**src/hw/rtl/tpfa_pkg.sv**
```systemverilog
// shared types, codes and saturation helper for the tpfa transmissibility block
`default_nettype none
package tpfa_pkg;

	// configuration register indexes
	localparam logic REG_TENSOR_MODE = 1'b0;
	localparam logic REG_DIMENSION   = 1'b1;

	// result entry kinds
	localparam logic [2:0] KIND_FLUX        = 3'd0;
	localparam logic [2:0] KIND_FLUX_VEC    = 3'd1;
	localparam logic [2:0] KIND_BOUND_FLUX  = 3'd2;
	localparam logic [2:0] KIND_PRESS_CELL  = 3'd3;
	localparam logic [2:0] KIND_PRESS_FACE  = 3'd4;
	localparam logic [2:0] KIND_BOUND_VEC   = 3'd5;

	// error codes
	localparam logic [1:0] ERR_NONE     = 2'd0;
	localparam logic [1:0] ERR_ZERO_DIST = 2'd1;
	localparam logic [1:0] ERR_ROBIN    = 2'd2;
	localparam logic [1:0] ERR_UNPAIRED = 2'd3;

	typedef enum logic [2:0] {
		CL_LOAD,
		CL_FIRST,
		CL_SECOND,
		CL_DIRICHLET,
		CL_NEUMANN,
		CL_OTHER
	} class_t;

	typedef struct packed {
		class_t            cls;
		logic              sneg;
		logic [23:0]       face;
		logic [23:0]       cell_id;
		logic [5:0][31:0]  val;
	} item_t;

	typedef struct packed {
		logic  valid;
		item_t item;
	} queue_t;

	typedef enum logic [4:0] {
		ST_IDLE,
		ST_DECODE,
		ST_DIST_M,
		ST_DIST_A,
		ST_PROJ_M1,
		ST_PROJ_A1,
		ST_PROJ_M2,
		ST_PROJ_A2,
		ST_PROJ_KM,
		ST_PROJ_KA,
		ST_TRM_GO,
		ST_TRM_W,
		ST_SIDE,
		ST_H_MUL,
		ST_H_MA,
		ST_H_DW,
		ST_H_FIN,
		ST_NQ_W,
		ST_EM_M,
		ST_EM_O,
		ST_ERR
	} state_t;

	// magnitude plus sign to a vb-bit signed value, saturated
	function automatic logic [63:0] sat_mag(logic neg, logic [127:0] m, int unsigned vb);
		logic [127:0] lim;
		logic [127:0] r;
		lim = 128'(1) << (vb - 1);
		if (neg) begin
			if (m > lim) r = -lim;
			else r = -m;
		end else begin
			if (m >= lim) r = lim - 128'(1);
			else r = m;
		end
		return r[63:0];
	endfunction

endpackage
`default_nettype wire

```
**src/hw/rtl/tpfa_front.sv**
```systemverilog
// front end: accepts input beats, classifies the operation, two-entry queue
`default_nettype none
module tpfa_front #(
	parameter int INDEX_BITS = 24
) (
	input  wire logic              clk,
	input  wire logic              arst_n,
	input  wire logic              in_valid,
	output logic                   in_ready,
	input  wire logic [2:0]        operation,
	input  wire logic              sign_negative,
	input  wire logic [23:0]       face_index,
	input  wire logic [23:0]       cell_index,
	input  wire logic [5:0][31:0]  vals,
	output tpfa_pkg::queue_t       q,
	input  wire logic              pop
);
	localparam int IW = (INDEX_BITS < 24) ? INDEX_BITS : 24;
	localparam logic [23:0] IMASK = 24'((64'(1) << IW) - 64'(1));

	tpfa_pkg::item_t mem_q [2];
	tpfa_pkg::item_t new_item;
	logic [1:0] count_q;
	logic       wr_q, rd_q;
	logic       push, take;

	always_comb begin
		new_item.sneg    = sign_negative;
		new_item.face    = face_index & IMASK;
		new_item.cell_id = cell_index & IMASK;
		new_item.val     = vals;
		unique case (operation)
			3'd0: new_item.cls = tpfa_pkg::CL_LOAD;
			3'd1: new_item.cls = tpfa_pkg::CL_FIRST;
			3'd2: new_item.cls = tpfa_pkg::CL_SECOND;
			3'd3: new_item.cls = tpfa_pkg::CL_DIRICHLET;
			3'd4: new_item.cls = tpfa_pkg::CL_NEUMANN;
			default: new_item.cls = tpfa_pkg::CL_OTHER;
		endcase
	end

	assign in_ready = (count_q != 2'd2);
	assign push     = in_valid && in_ready;
	assign take     = pop && (count_q != 2'd0);
	assign q.valid  = (count_q != 2'd0);
	assign q.item   = mem_q[rd_q];

	always_ff @(posedge clk) begin
		if (push) mem_q[wr_q] <= new_item;
	end

	always_ff @(posedge clk or negedge arst_n) begin
		if (!arst_n) begin
			count_q <= 2'd0;
			wr_q    <= 1'b0;
			rd_q    <= 1'b0;
		end else begin
			if (push) wr_q <= ~wr_q;
			if (take) rd_q <= ~rd_q;
			if (push && !take) count_q <= count_q + 2'd1;
			else if (take && !push) count_q <= count_q - 2'd1;
		end
	end
endmodule
`default_nettype wire

```
**config.mk**
```make
export PLATFORM = sky130hd
export DESIGN_NAME = tpfa_front
export DESIGN_NICKNAME = d
export VERILOG_FILES = /design/src/hw/rtl/tpfa_pkg.sv /design/src/hw/rtl/tpfa_front.sv
export SDC_FILE = /design/constraint.sdc
export NUM_CORES = 1
export LEC_CHECK = 0
export BUFFER_PORTS_ARGS = -buffer_cell sky130_fd_sc_hd__clkbuf_2
export CORE_ASPECT_RATIO = 0.6
export CORE_MARGIN = 2
export CORE_UTILIZATION = 55
export DETAILED_ROUTE_END_ITERATION = 10
export GPL_TIMING_DRIVEN = 0
export HOLD_SLACK_MARGIN = 0.03
export PLACE_DENSITY = 0.85
export SYNTH_ARGS = -nofsm -noshare
export SYNTH_HDL_FRONTEND = slang
export SYNTH_SLANG_ARGS = --single-unit
```
**constraint.sdc**
```tcl
create_clock -name clk -period 29.6 [get_ports clk]
set_input_delay 5.92 -clock clk [delete_from_list [all_inputs] [get_ports clk]]
set_output_delay 5.92 -clock clk [all_outputs]
set_load 0.02 [all_outputs]
```
==> parameters.txt, run 1 <==
Parameter                              Value

Floorplan
  X dimension of the die ... 238 um
  Initial Utilization ... a little under three fifths
  I/O Pins ... between 400 and 500
  Die extent in y ... 144 um
  Core area ... around 0.032 sq mm
  Die Outline Area ... 0.0342 sq mm
  Number of cell rows ... 51

Synth
  Area leader, netlist ... edfxtp_1
  Warning count from the yosys run ... 0
  Fraction of synthesized cell area taken by the top area cell type ... approximately 81%
  Number of storage elements in the synthesis netlist ... approximately 490
  Syn avg cell area ... approximately 23 sq um
  Portion of the post-synthesis area used by sequential elements ... 82.0%
  Total nets after synthesis ... around 1k
  Synthesized cell area ... 0.0180 sq mm
  Synth top area cells ... edfxtp_1 81%, mux2_2 12%, mux2_4 4.2%
  Synthesized instance count ... 780
  Number of library cell types mapped by synthesis ... 19

Critical path
  Critical path endpoint category ... output port
  Maximum net fanout on the critical path ... 10
  Category of the most critical setup path ... register to output port
  Highest-delay cell along the critical path ... mux2_2
  Data required time of the worst path ... approximately 24 ns
  Origin of the critical flop-to-flop path ... count_q[0]
  Origin of the worst setup path ... rd_q
  Kind of start point of the critical path ... register
  Sequence of cells on the critical path ... buf_4, buf_2, mux2_2, clkbuf_2
  Data arrival time of the critical path ... between 2 and 2.5 ns
  Maximum single-stage delay on the critical path ... 0.40 ns

Final layout
  Final standard cell count with taps included and fillers excluded ... 1783
  Most common cell after layout, fill and taps aside ... clkbuf_2
  Final cell utilization of the core ... between 60% and 70%
  Area growth syn-to-layout ... 25.4%
  Register cell area after layout ... 0.0148 sq mm
  Area used by multi-input combinational logic ... approximately 0.0031 sq mm
  Final design instance area without fill ... between 0.02 and 0.025 sq mm
  Nets ... ~1.6k
  Fill count ... roughly 2.0k
  Commonest cells after routing, fill and taps aside ... 493 x clkbuf_2, 488 x edfxtp_1, 194 x mux2_2
  Fraction of layout instances using a drive strength above 1 ... 61.4%

Timing
  Worst-Margin Slew ... around 0.51 ns
  Time the final worst path needs with I/O delays and setup ... ~8.0 ns
  Setup repair after global routing missed its margin ... no
  Final Hold Slack ... ~0.5 ns
  Number of hold-slack violations in the final timing report ... 0
  Fmax ... about 130 MHz
  Share of the cycle needed by the critical path after routing ... between 20% and 30%
  Aggregate negative setup slack ... 0 ns
  Remaining max-slew budget at the tightest pin ... 65.9%
  Setup Skew ... approximately 0.014 ns
  # setup viols final ... 0
  Total count of max-transition violations in the final report ... 0

Status
  Outcome ... finished, final reports clean

Clock tree
  H-tree levels ... 2
  Number of cells upsized or downsized after cts ... 0
  CTS buffer count ... between 40 and 50
  Clock latency on the worst-skew pair ... around 0.53 ns
  Clock tree root driver cell ... clkbuf_16
  Setup repair bufs after CTS ... 0
  Clock tree buffer depth ... 3
  Number of hold buffers added after cts ... 0
  Clock tree sinks ... a little under 500
  Clock tree from TritonCTS ... done
  Clock-pin transition on the worst setup and hold timing paths ... about 0.060 ns

Pwr
  Lkg Pwr ... around 8.7 nW
  Peak supply drop ... approximately 0.077 mV
  Ratio of total power to cell area ... between 100 and 150 mW/mm^2

Detailed routing
  Number of DRC violations after detailed-routing iteration 0 ... around 500
  Post-DR vias/cell ... 5.28
  Remaining design rule violation count ... 0
  Via Count ... about 9.4k
  DRT Pass-1 Iters ... 4
  Antenna-violating nets left ... 0
  Routed Wire Length ... ~40000 um
  Routed WL per cell ... roughly 23 um

Global route
  Wire length of the first global-routing pass ... roughly 57000 um
  Initial antenna violation count ... 3
  Number of global-route vias before repair ... 9911
  Leftover overflow at the end of global routing ... 0
  Maximum number of pins on one net before global-route repair ... 69
  Overall track demand over capacity in global routing ... 22.5%

Min path
  Hold Crit Class ... register to register
  Beginning of the worst hold path ... count_q[1]

Placed design
  Routability Congestion ... ~0.80
  Port Buffers ... just under 500
  Half-perimeter wire length of the detailed placement result ... 28400 um
  Cell area after placement ... 0.0213 sq mm
  Number of cells after detailed placement ... about 1.7k

Flow run
  Max-cap violations ... 0
worst max-delay path: cells and delay by family, from the launching register on:
| kind | cells | cell delay [ns] |
|---|---|---|
| buffers and inverters | 3 | 0.75 |
| DFF | 1 | 0.35 |
| muxes | 1 | 0.40 |
path summary, 6_finish.rpt:
check / to / slack [ns] / depth (start not counted)
hold / removal: count_q[1] / 0.51 / 1
min in group asynchronous: rd_q / 5.19 / 1
setup reg to reg: mem_q[0][28] / 27.22 / 7
hold reg to reg: count_q[1] / 0.51 / 1
setup / recovery: q[18] / 21.62 / 4
max in group asynchronous: count_q[1] / 24.27 / 1
final cells by class:
cell class              count  area share, %
flip-flops and latches    492           65.4
multi-input cells         259           13.5
repair buffers            506           12.2
clock buffers              60           5.24
well taps                 424           2.35
plain buffers              28          0.903
clock inverters            10          0.344
diodes                      3         0.0333
inverters                   1         0.0166
power by group:
part           total [mW]  internal [mW]  switching (mW)
clock               0.519          0.287           0.233
combinational       0.855          0.336           0.520
sequential          0.986          0.950          0.0361
kinds of logic (layout without fill, tap and decap cells):
logic type | Yosys count | count (layout) | synth area share, %
AOI/OAI and AO/OA | 1 | 1 | 0.0417
xor gates and xnor gates | 5 | 5 | 0.243
adders and majority gates | 1 | 1 | 0.0695
buffers and inverters | 29 | 605 | 1.15
DFF | 492 | 492 | 82.0
muxes | 244 | 244 | 16.3
other | 0 | 3 | 0
and+or+nand+nor | 8 | 8 | 0.223
state kept, by name, indices dropped and copies added, names as in the netlist:
signal	cells
mem_q	488
wr_q	1
count_q	2
rd_q	1
metal layers:
layer  track usage [%]  vias to the layer above  wire, um
li1                  -                     4212         -
met1              25.0                     4680     14200
met2              39.5                      429     20500
met3              8.70                      100      3960
met4              9.24                        0      1510
met5                 0                        -         0
per-stage QoR:
stage	setup slack [ns]	power, mW
after floorplan	12.62	1.61
after global placement	7.26	1.89
after detailed placement	21.80	1.86
after CTS	21.55	2.38
after global routing	21.53	2.45
final	21.62	2.36
synth_stat cells:
library cell and number:
nor2b_1 1, nand2b_1 1, nor2_1 2, buf_2 10
buf_6 6, ha_1 1, edfxtp_1 488, mux2_2 194
and3_1 1, or2_2 1, clkbuf_1 1, dfrtp_1 4
nand2_1 2, xnor2_1 3, xor2_1 2, a21o_1 1
inv_1 1, mux2_4 50, buf_4 11
Power figures use the tool's default switching activity.
==> run 2: changes to the inputs <==
- CORE_UTILIZATION: 55 -> 52
- PLACE_DENSITY: 0.85 -> 0.81
- clock period: 29.6 -> 7.5 ns (I/O delays scaled with it)
==> parameters.txt, run 2 (synthesis gave the netlist of run 1 again) <==
Parameter                              Value

Final layout
  Area growth syn-to-layout ... 26.4%
  Fraction of layout instances using a drive strength above 1 ... between 60 and 70%
  Commonest cells after routing, fill and taps aside ... 493 x clkbuf_2, 488 x edfxtp_1, 194 x mux2_2
  Final standard cell count with taps included and fillers excluded ... 1826
  Area used by multi-input combinational logic ... just over 0.003 sq mm
  Most flop-heavy register ... mem_q
  Most common cell after layout, fill and taps aside ... clkbuf_2
  Final design instance area without fill ... 0.0227 sq mm
  Biggest regs ... mem_q (488), count_q (2)
  Largest register FFs ... approximately 490
  Register cell area after layout ... 0.0148 sq mm
  Nets ... between 1.5k and 2k
  Fill count ... between 2k and 2.5k

Detailed routing
  Routed Wire Length ... a little under 40000 um
  Number of DRC violations after detailed-routing iteration 0 ... slightly above 600
  Remaining design rule violation count ... 0
  Routed WL per cell ... 21.2 um
  Post-DR vias/cell ... a little over 5
  DRT Pass-1 Iters ... 7
  Via Count ... around 9.4k
  Antenna-violating nets left ... 0

Timing
  Fmax ... about 280 MHz
  Remaining max-slew budget at the tightest pin ... 44.7%
  Number of hold-slack violations in the final timing report ... 0
  Setup repair after global routing missed its margin ... no
  Time the final worst path needs with I/O delays and setup ... between 3 and 4 ns
  # setup viols final ... 0
  Aggregate negative setup slack ... 0 ns
  Worst-Margin Slew ... ~0.83 ns
  Total count of max-transition violations in the final report ... 0
  Share of the cycle needed by the critical path after routing ... a little under half
  Setup Skew ... between 0.015 and 0.02 ns
  Final Hold Slack ... 0.485 ns

Status
  Outcome ... finished, final reports clean

Pwr
  Lkg Pwr ... ~8.8 nW
  Peak supply drop ... ~0.28 mV
  Ratio of total power to cell area ... between 400 and 500 mW/mm^2
  PnR Total Power ... 9.39 mW

Clock tree
  H-tree levels ... 2
  Clock tree root driver cell ... clkbuf_16
  Clock tree from TritonCTS ... done
  Clock latency on the worst-skew pair ... 0.54 ns
  Number of cells upsized or downsized after cts ... 0
  Number of hold buffers added after cts ... 0
  Clock tree buffer depth ... 3
  CTS buffer count ... between 40 and 50
  Clock tree sinks ... 492
  Setup repair bufs after CTS ... 0
  Clock-pin transition on the worst setup and hold timing paths ... ~0.06 ns

Floorplan
  I/O Pins ... about 490
  Number of cell rows ... between 50 and 60
  X dimension of the die ... approximately 240 um
  Die extent in y ... 148 um
  Core area ... ~0.034 sq mm
  Initial Utilization ... a little over half
  Die Outline Area ... ~0.036 sq mm

Global route
  Overall track demand over capacity in global routing ... between 20% and 30%
  Leftover overflow at the end of global routing ... 0
  Number of global-route vias before repair ... 9668
  Initial antenna violation count ... 3
  Maximum number of pins on one net before global-route repair ... 64
  Wire length of the first global-routing pass ... around 57000 um

Placed design
  Number of cells after detailed placement ... around 1.7k
  Routability Congestion ... approximately 0.79
  Port Buffers ... about 500
  Cell area after placement ... around 0.021 sq mm
  Half-perimeter wire length of the detailed placement result ... ~28000 um

Flow run
  Max-cap violations ... 0

Critical path
  Kind of start point of the critical path ... register
  Critical path endpoint category ... output port
  Maximum net fanout on the critical path ... 10
  Data arrival time of the critical path ... between 2 and 2.5 ns
  Category of the most critical setup path ... register to output port
  Data required time of the worst path ... 6.00 ns

Min path
  Hold Crit Class ... register to register
## run 2: stage by stage
step           utilization, %  worst slack [ns]
2_1_floorplan               -              1.82
3_3_place_gp             62.1            -0.118
3_5_place_dp             63.0              3.85
4_1_cts                  67.1              3.90
5_1_grt                  67.1              3.86
6_report                 67.1              3.98
## run 2: worst paths after layout
path,start,end,slack (ns),depth (start not counted)
hold / removal,count_q[1],count_q[1],0.48,1
max in group asynchronous,arst_n,count_q[0],6.59,1
hold reg to reg,count_q[1],count_q[1],0.48,1
setup / recovery,rd_q,q[115],3.98,4
min in group asynchronous,arst_n,rd_q,0.77,1
setup reg to reg,count_q[0],mem_q[0][224],4.87,7
## run 2: area by class of cell
class / count / share of cell area, %
Clock buffer: 58 / 5.26
Buffer: 28 / 0.897
Antenna cell: 1 / 0.0110
Inverter: 1 / 0.0165
Sequential cell: 492 / 64.9
Clock inverter: 22 / 0.781
Timing Repair Buffer: 506 / 12.2
Multi-Input combinational cell: 259 / 13.4
Tap cell: 459 / 2.53
## run 2: report_power, final
part | leakage [nW] | switching [mW] | internal [mW]
Sequential | 4.58 | 0.134 | 3.75
Combinational | 3.54 | 2.04 | 1.33
Clock | 0.666 | 0.939 | 1.20
Total | 8.79 | 3.11 | 6.28
## run 2: critical path, cell delays in order, from the launching register on
cell	delay (ns)
dfrtp_1	0.35
buf_2	0.29
buf_4	0.29
mux2_2	0.36
clkbuf_2	0.18
## run 2: metal layers
layer | track usage (%) | up-vias | wire length (um)
li1 | - | 4237 | -
met1 | 25.3 | 4684 | 14500
met2 | 36.0 | 388 | 19600
met3 | 6.12 | 83 | 3150
met4 | 8.32 | 4 | 1450
met5 | 0 | - | 26
